--- config.mk ---
export PLATFORM = sky130hd
export DESIGN_NAME = card_number_luhn_classifier
export DESIGN_NICKNAME = d
export VERILOG_FILES = /design/src/cnlc_pkg.sv /design/src/cnlc_ctrl.sv /design/src/cnlc_datapath.sv /design/src/card_number_luhn_classifier.sv
export SDC_FILE = /design/constraint.sdc
export NUM_CORES = 1
export LEC_CHECK = 0
export BUFFER_PORTS_ARGS = -buffer_cell sky130_fd_sc_hd__buf_2
export CAP_MARGIN = 20
export CELL_PAD_IN_SITES_DETAIL_PLACEMENT = 0
export CELL_PAD_IN_SITES_GLOBAL_PLACEMENT = 2
export CORE_UTILIZATION = 40
export CTS_CLUSTER_DIAMETER = 80
export DETAILED_ROUTE_END_ITERATION = 6
export PLACE_DENSITY_LB_ADDON = 0.1
export SLEW_MARGIN = 20
export SYNTH_ARGS = -nofsm -noshare
export SYNTH_HDL_FRONTEND = slang
export SYNTH_SLANG_ARGS = --single-unit
--- constraint.sdc ---
create_clock -name clock -period 9.1 [get_ports clock]
set_input_delay 0.91 -clock clock [delete_from_list [all_inputs] [get_ports clock]]
set_output_delay 0.91 -clock clock [all_outputs]
set_load 0.02 [all_outputs]
--- src/cnlc_pkg.sv ---
// ----------------------------------------------------------------------------
// cnlc_pkg: shared types and constants for the card number classifier
// Sizes of the serial binary-to-BCD conversion, issuer class codes, the
// controller-to-datapath command and the Luhn doubling table.
// ----------------------------------------------------------------------------
package cnlc_pkg;

   localparam int BIN_WIDTH  = 54;
   localparam int BCD_DIGITS = 17;
   localparam int BCD_WIDTH  = 4 * BCD_DIGITS;
   localparam int CNT_WIDTH  = 6;
   localparam int IDX_WIDTH  = 5;

   localparam logic [CNT_WIDTH-1:0] CONV_LAST  = CNT_WIDTH'(BIN_WIDTH - 1);
   localparam logic [CNT_WIDTH-1:0] DIGIT_LAST = CNT_WIDTH'(BCD_DIGITS - 1);

   localparam logic [1:0] CLASS_INVALID = 2'd0;
   localparam logic [1:0] CLASS_A       = 2'd1;
   localparam logic [1:0] CLASS_B       = 2'd2;
   localparam logic [1:0] CLASS_C       = 2'd3;

   typedef struct packed {
      logic                 load;
      logic                 convert;
      logic                 luhn_step;
      logic [IDX_WIDTH-1:0] digit_idx;
      logic                 finish;
   } cmd_type;

   function automatic logic [3:0] luhn_double(input logic [3:0] d);
      logic [3:0] r;
      case (d)
         4'd0:    r = 4'd0;
         4'd1:    r = 4'd2;
         4'd2:    r = 4'd4;
         4'd3:    r = 4'd6;
         4'd4:    r = 4'd8;
         4'd5:    r = 4'd1;
         4'd6:    r = 4'd3;
         4'd7:    r = 4'd5;
         4'd8:    r = 4'd7;
         4'd9:    r = 4'd9;
         default: r = 4'd0;
      endcase
      return r;
   endfunction

endpackage

--- src/cnlc_ctrl.sv ---
// ----------------------------------------------------------------------------
// cnlc_ctrl: sequencer for the card number classifier
// Steps the datapath through the bit-serial BCD conversion, the digit-serial
// Luhn pass and the result update, and drives busy and the result strobe.
// ----------------------------------------------------------------------------
module cnlc_ctrl (
   input  logic              clock,
   input  logic              reset,
   input  logic              start,
   output logic              busy,
   output logic              rsp_valid,
   output cnlc_pkg::cmd_type cmd
);
   import cnlc_pkg::*;

   typedef enum logic [3:0] {
      ST_IDLE = 4'b0001,
      ST_CONV = 4'b0010,
      ST_LUHN = 4'b0100,
      ST_DONE = 4'b1000
   } state_type;

   state_type            state_ff, state_in;
   logic [CNT_WIDTH-1:0] cnt_ff, cnt_in;
   logic                 valid_ff, valid_in;

   always_comb begin
      state_in      = state_ff;
      cnt_in        = cnt_ff;
      valid_in      = 1'b0;
      cmd.load      = 1'b0;
      cmd.convert   = 1'b0;
      cmd.luhn_step = 1'b0;
      cmd.finish    = 1'b0;
      cmd.digit_idx = cnt_ff[IDX_WIDTH-1:0];
      unique case (state_ff)
         ST_IDLE: begin
            if (start) begin
               cmd.load = 1'b1;
               cnt_in   = '0;
               state_in = ST_CONV;
            end
         end
         ST_CONV: begin
            cmd.convert = 1'b1;
            if (cnt_ff == CONV_LAST) begin
               cnt_in   = '0;
               state_in = ST_LUHN;
            end else begin
               cnt_in = cnt_ff + 1'b1;
            end
         end
         ST_LUHN: begin
            cmd.luhn_step = 1'b1;
            if (cnt_ff == DIGIT_LAST) begin
               cnt_in   = '0;
               state_in = ST_DONE;
            end else begin
               cnt_in = cnt_ff + 1'b1;
            end
         end
         ST_DONE: begin
            cmd.finish = 1'b1;
            valid_in   = 1'b1;
            state_in   = ST_IDLE;
         end
         default: state_in = ST_IDLE;
      endcase
   end

   always_ff @(posedge clock) begin
      if (reset) begin
         state_ff <= ST_IDLE;
         cnt_ff   <= '0;
         valid_ff <= 1'b0;
      end else begin
         state_ff <= state_in;
         cnt_ff   <= cnt_in;
         valid_ff <= valid_in;
      end
   end

   assign busy      = (state_ff != ST_IDLE);
   assign rsp_valid = valid_ff;

endmodule

--- src/cnlc_datapath.sv ---
// ----------------------------------------------------------------------------
// cnlc_datapath: conversion, Luhn sum and issuer classification
// Double-dabble shift register, one BCD digit per Luhn step with a running
// mod-10 sum, digit count and leading digit capture, and result registers.
// ----------------------------------------------------------------------------
module cnlc_datapath #(
   parameter int MAX_DIGITS = 16
) (
   input  logic                               clock,
   input  cnlc_pkg::cmd_type                  cmd,
   input  logic [cnlc_pkg::BIN_WIDTH-1:0]     card_number,
   output logic [1:0]                         issuer_class,
   output logic                               checksum_ok,
   output logic [4:0]                         digit_count
);
   import cnlc_pkg::*;

   logic [BIN_WIDTH-1:0] bin_ff, bin_in;
   logic [BCD_WIDTH-1:0] bcd_ff, bcd_in, bcd_adj;
   logic [3:0]           sum_ff, sum_in;
   logic [4:0]           count_ff, count_in;
   logic [3:0]           lead_ff, lead_in;
   logic [3:0]           next_ff, next_in;
   logic [3:0]           prev_ff, prev_in;
   logic [1:0]           cls_ff, cls_in;
   logic                 ok_ff, ok_in;
   logic [4:0]           cnt_out_ff, cnt_out_in;

   logic [3:0] digit;
   logic [3:0] dval;
   logic [4:0] acc;

   always_comb begin
      for (int k = 0; k < BCD_DIGITS; k++) begin
         if (bcd_ff[4*k +: 4] > 4'd4) begin
            bcd_adj[4*k +: 4] = bcd_ff[4*k +: 4] + 4'd3;
         end else begin
            bcd_adj[4*k +: 4] = bcd_ff[4*k +: 4];
         end
      end
   end

   assign digit = bcd_ff[3:0];
   assign dval  = cmd.digit_idx[0] ? luhn_double(digit) : digit;
   assign acc   = {1'b0, sum_ff} + {1'b0, dval};

   always_comb begin
      bin_in     = bin_ff;
      bcd_in     = bcd_ff;
      sum_in     = sum_ff;
      count_in   = count_ff;
      lead_in    = lead_ff;
      next_in    = next_ff;
      prev_in    = prev_ff;
      cls_in     = cls_ff;
      ok_in      = ok_ff;
      cnt_out_in = cnt_out_ff;
      if (cmd.load) begin
         bin_in   = card_number;
         bcd_in   = '0;
         sum_in   = '0;
         count_in = '0;
         lead_in  = '0;
         next_in  = '0;
         prev_in  = '0;
      end
      if (cmd.convert) begin
         bcd_in = {bcd_adj[BCD_WIDTH-2:0], bin_ff[BIN_WIDTH-1]};
         bin_in = {bin_ff[BIN_WIDTH-2:0], 1'b0};
      end
      if (cmd.luhn_step) begin
         bcd_in  = {4'd0, bcd_ff[BCD_WIDTH-1:4]};
         sum_in  = (acc >= 5'd10) ? 4'(acc - 5'd10) : acc[3:0];
         prev_in = digit;
         if (digit != 4'd0) begin
            count_in = {1'b0, cmd.digit_idx[IDX_WIDTH-2:0]} + 5'd1;
            if (cmd.digit_idx[IDX_WIDTH-1]) begin
               count_in = 5'(cmd.digit_idx) + 5'd1;
            end
            lead_in = digit;
            next_in = prev_ff;
         end
      end
      if (cmd.finish) begin
         ok_in      = (sum_ff == 4'd0) && (count_ff <= 5'(MAX_DIGITS));
         cnt_out_in = count_ff;
         cls_in     = CLASS_INVALID;
         if (ok_in) begin
            case (count_ff)
               5'd13: begin
                  if (lead_ff == 4'd4) cls_in = CLASS_A;
               end
               5'd15: begin
                  if (lead_ff == 4'd3 && (next_ff == 4'd4 || next_ff == 4'd7)) begin
                     cls_in = CLASS_B;
                  end
               end
               5'd16: begin
                  if (lead_ff == 4'd5 && next_ff >= 4'd1 && next_ff <= 4'd5) begin
                     cls_in = CLASS_C;
                  end else if (lead_ff == 4'd4) begin
                     cls_in = CLASS_A;
                  end
               end
               default: cls_in = CLASS_INVALID;
            endcase
         end
      end
   end

   always_ff @(posedge clock) begin
      bin_ff     <= bin_in;
      bcd_ff     <= bcd_in;
      sum_ff     <= sum_in;
      count_ff   <= count_in;
      lead_ff    <= lead_in;
      next_ff    <= next_in;
      prev_ff    <= prev_in;
      cls_ff     <= cls_in;
      ok_ff      <= ok_in;
      cnt_out_ff <= cnt_out_in;
   end

   assign issuer_class = cls_ff;
   assign checksum_ok  = ok_ff;
   assign digit_count  = cnt_out_ff;

endmodule

--- src/card_number_luhn_classifier.sv ---
// After the accepting edge the sequencer runs the bit-serial binary-to-BCD shifting,
//   then 17 Luhn digit steps and 1 result update, and then raises the result strobe.
// Busy is high while an item is worked on; a new start is accepted only in idle.
// The result strobe lasts one cycle; the receiver cannot stall.
// Reset (synchronous, active high) returns the sequencer to idle, clears the
//   strobe and leaves no item in flight.
// ----------------------------------------------------------------------------
// card_number_luhn_classifier: Luhn check and issuer class of a card number
// Converts a binary card number to decimal digits, counts them, runs the
// mod-10 check and classifies the issuer from the digit count and prefix.
// ----------------------------------------------------------------------------
module card_number_luhn_classifier #(
   parameter int MAX_DIGITS = 16
) (
   input  logic                           clock,
   input  logic                           reset,
   input  logic                           start,
   output logic                           busy,
   input  logic [cnlc_pkg::BIN_WIDTH-1:0] req_card_number,
   output logic                           rsp_valid,
   output logic [1:0]                     rsp_issuer_class,
   output logic                           rsp_checksum_ok,
   output logic [4:0]                     rsp_digit_count
);
   import cnlc_pkg::*;

   cmd_type cmd;

   cnlc_ctrl u_ctrl (
      .clock     (clock),
      .reset     (reset),
      .start     (start),
      .busy      (busy),
      .rsp_valid (rsp_valid),
      .cmd       (cmd)
   );

   cnlc_datapath #(
      .MAX_DIGITS (MAX_DIGITS)
   ) u_datapath (
      .clock        (clock),
      .cmd          (cmd),
      .card_number  (req_card_number),
      .issuer_class (rsp_issuer_class),
      .checksum_ok  (rsp_checksum_ok),
      .digit_count  (rsp_digit_count)
   );

endmodule
## Word-level counts from Yosys, hierarchy flattened

Memories as Yosys holds them, arrays and structs flattened. A register that Yosys moved wholly into a read port is not among the register bits.
Index checks and enable logic that the tools add are counted.

- Register bits: 162
- Bits in latches: 0
- Memory bits (writable): 0
- Bits in read-only memories: 64
- Input port bits: 57
- Output and inout bits: 10
- Logic and storage cells: 145
- Memories: 1

- Add/sub/neg operators: 22
- Multiply operators: 0
- Divide/modulo/power cells: 0
- $lt $le $gt $ge: 21
- Eq/ne operators: 18
- Shift-type cells: 0
- Muxes and demuxes: 55
- Bitwise gates (word level): 0
- Reductions and logical operators: 13

Memory list:

| memory | depth | width | read ports | clocked after memory_dff | write ports | line | text |
|---|---|---|---|---|---|---|---|
| (name not given) | 16 | 4 | 1 | 1 | 0 | cnlc_pkg.sv:32 | `case (d)` |

Operators with widths:

| operator | count |
|---|---|
| 2-to-1 mux 68 bit | 2 |
| 2-to-1 mux 4 bit | 31 |
| 2-to-1 mux 54 bit | 2 |
| greater-than comparator 4 x 3 -> 1 bit, second input constant | 17 |
| adder 4 x 2 -> 4 bit, second input constant | 16 |
| 2-to-1 mux 64 bit | 1 |
| == test 4 x 3 -> 1 bit, second input constant | 5 |
| 2-to-1 mux 5 bit | 4 |
| 2-to-1 mux 6 bit | 3 |
| case mux 6 bit (3 select lines) | 1 |
| case mux 4 bit (3 select lines) | 1 |
| == test 5 x 4 -> 1 bit, second input constant | 2 |
| == test 4 x 2 -> 1 bit, second input constant | 2 |
| adder 6 x 1 -> 6 bit, second input constant | 1 |
| == test 6 x 5 -> 1 bit, second input constant | 1 |
| == test 6 bit, second input constant | 1 |
| 2-to-1 mux 1 bit | 6 |
| case mux 2 bit (3 select lines) | 1 |
| nonzero test 3 bit | 2 |
| adder 4 x 1 -> 5 bit, second input constant | 1 |
| adder 4 x 4 -> 5 bit | 1 |
| adder 5 x 1 -> 5 bit, second input constant | 1 |
| == test 5 bit, second input constant | 1 |
| greater-or-equal comparator 5 x 4 -> 1 bit, second input constant | 1 |
| 19 further kinds | 25 |

## Logic depth before layout (Yosys ltp)

- Word-level depth: 6
- Mapped depth: 14
- Depth with buffers taken out: 13

## Modules after synthesis

Synthesis repeated with hierarchy kept, for this count alone.

- Cell total of the unflattened synthesis: 803
- Area, all modules: 8436.8 um2

Modules (own cells, without submodules):

| module | times used | cells each | area each (um2) | sequential area each (um2) |
|---|---|---|---|---|
| cnlc_datapath | 1 | 728 | 7795.0 | 4434.3 |
| cnlc_ctrl | 1 | 75 | 641.9 | 220.2 |

## Least setup slack after synthesis

OpenSTA, ideal clock, no wires.

- Kind: reg2reg
- From: reg u_ctrl.cnt_ff[0]
- To: reg u_datapath.sum_ff[2] (data pin)
- Setup time: 261 ps
- Data arrival time: 2858 ps
- Setup slack: 5982 ps
- Stages on the path, launching flop included: 11
- Cell sequence: dfxtp_1 clkbuf_1 mux2_2 ha_1 clkbuf_1 xnor2_1 inv_1 ha_1 o311ai_0 o21ai_0 o311a_1

- Cells in the longest elaborated chain, start to end: 5
- Elaborated cells on any way between the ends: 6
- Classes of those cells: add/sub: 2; order compare: 1; mux: 3

RTL lines:

| element | line | text |
|---|---|---|
| from (decl) | cnlc_ctrl.sv:24 | `logic [CNT_WIDTH-1:0] cnt_ff, cnt_in;` |
| from (signal assigned) | cnlc_ctrl.sv:78 | `cnt_ff <= cnt_in;` |
| 2-to-1 mux 4 bit (*) | cnlc_datapath.sv:44 | `assign dval = cmd.digit_idx[0] ? luhn_double(digit) : digit;` |
| adder 4 x 4 -> 5 bit (*) | cnlc_datapath.sv:45 | `assign acc = {1'b0, sum_ff} + {1'b0, dval};` |
| subtractor 4 bit / greater-or-equal comparator 5 x 4 -> 1 bit (equally long branches) | cnlc_datapath.sv:73 | `sum_in = (acc >= 5'd10) ? 4'(acc - 5'd10) : acc[3:0];` |
| 2-to-1 mux 4 bit (*) | cnlc_datapath.sv:73 |  |
| 2-to-1 mux 4 bit (*) | cnlc_datapath.sv:71 | `if (cmd.luhn_step) begin` |
| to (signal assigned) | cnlc_datapath.sv:114 | `sum_ff <= sum_in;` |
| to (decl) | cnlc_datapath.sv:20 | `logic [3:0] sum_ff, sum_in;` |

Mark *: on every way between the ends. The rest lies on a longest branch, timed or not.
A chain may end at the register's enable or synchronous reset.

## Worst setup path after layout

- From: reg u_datapath.bcd_ff[0]
- To: reg u_datapath.sum_ff[2] (data pin)

- Cells in the longest elaborated chain, start to end: 5
- Elaborated cells on any way between the ends: 6
- Classes of those cells: add/sub: 2; order compare: 1; mux: 3

RTL lines:

| element | line | text |
|---|---|---|
| from (decl) | cnlc_datapath.sv:19 | `logic [BCD_WIDTH-1:0] bcd_ff, bcd_in, bcd_adj;` |
| from (signal assigned) | cnlc_datapath.sv:113 | `bcd_ff <= bcd_in;` |
| 2-to-1 mux 4 bit (*) | cnlc_datapath.sv:44 |  |
| adder 4 x 4 -> 5 bit (*) | cnlc_datapath.sv:45 |  |
| subtractor 4 bit / greater-or-equal comparator 5 x 4 -> 1 bit (equally long branches) | cnlc_datapath.sv:73 |  |
| 2-to-1 mux 4 bit (*) | cnlc_datapath.sv:73 |  |
| 2-to-1 mux 4 bit (*) | cnlc_datapath.sv:71 |  |

Marks and branches as above.

==> metrics.csv <==
stage,metric,value,unit
outcome,status,finished clean,
final_layout,final instance count without filler cells,1074,
routing,drt drc,0,
critical_path,CP Capture Type,flip-flop,
clock_tree,CTS tree,done,
clock_tree,clk_lat worst skew,0.44,ns
place,RD Place Congestion,0.767,
critical_path,maximum fanout along the worst path,6,
pwr,Worst IR Drop VDD,0.121,mV
floorplan,I/O pin cnt,67,
yosys,Yosys reg bits,166,
critical_path,WP data required,9.28,ns
timing,post-layout min period,3.54,ns
yosys,YS warnings,0,
final_layout,"commonest cells after routing, fill and taps aside","edfxtp_1 (133), a22o_1 (80), buf_2 (66)",
floorplan,Die X,146,um
run,Max Cap Viol,0,
timing,fin crit share,38.9,%
place,DPL Wire Length,11.2,mm
yosys,synthesized area,0.00829,mm2
critical_path,Worst R2R Start,u_datapath.bcd_ff[0]$_DFFE_PN_,
routing,wire length per cell,16.4,um
critical_path,CP Class,flip-flop to flip-flop,
timing,Final setup viols,0,
timing,Final Slew Violations,0,
final_layout,Synth-to-Final Area Change,14.4,%
critical_path,CP Launch Type,flip-flop,
clock_tree,PostCTS Resize Cnt,0,
routing,post-route ant nets,0,
timing,Setup TNS,0,ns
routing,initial drt markers,321,
floorplan,initial core utilization,40.8,%
routing,drt pass-1 iters,5,
timing,final setup margin,5.56,ns
clock_tree,# hold bufs at CTS,0,
final_layout,Antenna Cells,0,
clock_tree,Post CTS Setup Buffer Count,0,
critical_path,R2R Setup Slk,5.56,ns
yosys,register area share after synthesis,56.2,%
yosys,"Async S/R FF share, synth",0,%
yosys,Area contributors post-synth,"edfxtp_1 (48%), a22o_1 (8.5%), dfxtp_1 (8.0%)",
timing,Slew @ Worst Pin,1.01,ns
clock_tree,CTS sink cnt,166,
timing,fmax,282,MHz
grt,GRT Overall Usage,17.1,%
clock_tree,H-Tree Depth,4,
timing,Layout Skew,0.0144,ns
routing,via count,5830,
grt,largest net degree at the start of global routing,79,
pwr,cell leakage power,3.56,nW
clock_tree,Root Buffer,clkbuf_16,
yosys,Yosys top cell by area,edfxtp_1,
yosys,synth unique cells,63,
final_layout,Layout Utilization,46.7,%
critical_path,cell repeated most along the worst path,inv_1,
yosys,top-area cell type share of the netlist area,48.2,%
timing,final hold violation count,0,
critical_path,Crit path arrival time,3.72,ns
critical_path,Buf/Inv on CP,3,
yosys,prevailing post-synth register cell,edfxtp_1,
critical_path,Critical-path top delay cell,o311ai_0,
worst_hold_path,Hold Path Class,flip-flop to flip-flop,
place,pre-CTS WS,5.61,ns
clock_tree,total CTS buffers,17,
floorplan,core outline area,0.0203,mm2
place,Post-Place Cells,1042,
critical_path,Critical path origin,u_datapath.bcd_ff[0]$_DFFE_PN_,
routing,vias per inst,5.43,
critical_path,R2R cell count,11,
yosys,syn avg cell area,11.2,um2
clock_tree,clock buffer depth,2,
critical_path,crit-path cells,"inv_1, o21ai_0, ha_1, inv_1, fa_1, xnor2_1, inv_1, ha_1, o311ai_0, o21ai_0, o311a_1",
pwr,power density over the cells,231,mW/mm2
final_layout,nets,875,
critical_path,crit-path max cell delay,0.88,ns
routing,WL final,17.6,mm
yosys,Synth Instances,740,
floorplan,die height,146,um
clock_tree,clk slew on worst S/H paths,0.08,ns
floorplan,Die ar.,0.0213,mm2
timing,RSZ-0062 raised after global routing,false,
grt,first-pass GRT wire length,29.3,mm
place,IO buf count,66,
grt,antenna violations before repair,1,
critical_path,Top delay family on crit path,compound AO/OA/AOI/OAI gates,
yosys,Synth Net Count,824,
critical_path,Critical Path Stages,11,
final_layout,share of cells above drive strength 1,15.0,%
final_layout,"leading cell type in the layout, fill and taps excluded",edfxtp_1,
grt,remaining global-route overflow,0,
floorplan,Cell Rows,52,
critical_path,Setup crit end,u_datapath.sum_ff[2]$_SDFFCE_PN0P_,
critical_path,Reg-to-Reg End,u_datapath.sum_ff[2]$_SDFFCE_PN0P_,
timing,Slew HR,31.7,%
yosys,"EDFF count, synth",133,
grt,via count of the first global-routing pass,5761,
[stage by stage]
stage	power, mW	instance area (um2)	hold slack (ns)
floorplan	1.36	8290	0.437
global placement	1.48	8870	0.446
detailed placement	1.48	8870	0.458
CTS	2.22	9470	0.471
global route	2.32	9480	0.494
finish	2.19	9480	0.468
[how the worst min path moves through the flow]
| stage | slack [ns] | from | cells past startpoint | endpoint |
|---|---|---|---|---|
| 5_1_grt | 0.49 | u_datapath.bcd_ff[65]$_SDFFE_PP0P_ | 2 | u_datapath.bcd_ff[65]$_SDFFE_PP0P_ |
| 3_5_place_dp | 0.46 | u_datapath.bin_ff[0]$_SDFFE_PP0N_ | 2 | u_datapath.bin_ff[0]$_SDFFE_PP0N_ |
| 3_3_place_gp | 0.45 | u_datapath.bin_ff[0]$_SDFFE_PP0N_ | 2 | u_datapath.bin_ff[0]$_SDFFE_PP0N_ |
| 6_report | 0.47 | u_datapath.bin_ff[0]$_SDFFE_PP0N_ | 2 | u_datapath.bin_ff[0]$_SDFFE_PP0N_ |
| 4_1_cts | 0.47 | u_datapath.bin_ff[0]$_SDFFE_PP0N_ | 2 | u_datapath.bin_ff[0]$_SDFFE_PP0N_ |
| 2_1_floorplan | 0.44 | u_datapath.bin_ff[0]$_SDFFE_PP0N_ | 2 | u_datapath.bin_ff[0]$_SDFFE_PP0N_ |
[power breakdown]
| part | switching (mW) | internal, mW |
|---|---|---|
| registers | 0.0767 | 0.961 |
| clock network | 0.353 | 0.373 |
| logic | 0.262 | 0.166 |
[layer usage]
| metal | vias up | GRT usage (%) | part of all wire [%] |
|---|---|---|---|
| li1 | 2914 | - | - |
| met1 | 2812 | 23.2 | 49 |
| met2 | 86 | 27.4 | 47 |
| met3 | 18 | 3.26 | 2.5 |
| met4 | 0 | 6.11 | 1.6 |
| met5 | - | 0 | 0 |
[synthesized netlist by cell type, types with 4 or more instances]
library cell    n
a21o_1          5
xor2_1          8
xnor2_1        20
ha_1           26
dfxtp_1        33
edfxtp_1      133
nor3b_1        15
buf_2           4
inv_1          62
nand2_1        49
nand3_1        11
nor2_1         22
o22ai_1        27
o32ai_1         6
buf_1           7
or4b_1          4
or3_1           5
o21ai_0        56
a21oi_1        59
clkbuf_1       27
nor3_1         13
a22o_1         80
[final cells by class]
cell class              count  area, um2
multi-input cells         472       3280
repair buffers             72        375
inverters                  62        235
well taps                 270        338
clock inverters            15        180
fillers                  1903      10800
flip-flops and latches    166       4650
clock buffers              17        425
[cells by family (layout without fill, tap and decap cells)]
kind of cell               after synthesis  in the layout  share of synthesized area [%]
and+or+nand+nor                        151            151                           9.83
adders and majority gates               27             27                           4.17
DFF                                    166            166                           56.2
xor gates and xnor gates                28             28                           2.96
buffers and inverters                  102            166                           4.78
AOI/OAI and AO/OA                      263            263                           21.7
muxes                                    3              3                          0.392
[flip-flops by register name, indices dropped and copies added (netlist names), 2 cells and up, named ones only]
register	count
u_datapath.bin_ff	54
u_datapath.bcd_ff	68
u_datapath.prev_ff	4
u_ctrl.state_ff	4
u_datapath.digit_count	5
u_datapath.sum_ff	4
u_datapath.lead_ff	4
u_datapath.issuer_class	2
u_datapath.next_ff	4
u_ctrl.cnt_ff	6
u_datapath.count_ff	5
[worst reg2reg max path, stage by stage (launching register included)]
cell      delay, ns
edfxtp_1       0.47
inv_1          0.11
o21ai_0        0.20
ha_1           0.24
inv_1          0.06
fa_1           0.40
xnor2_1        0.23
inv_1          0.07
ha_1           0.24
o311ai_0       0.88
o21ai_0        0.22
o311a_1        0.17
Note: power is estimated with default switching activity, not from simulation.
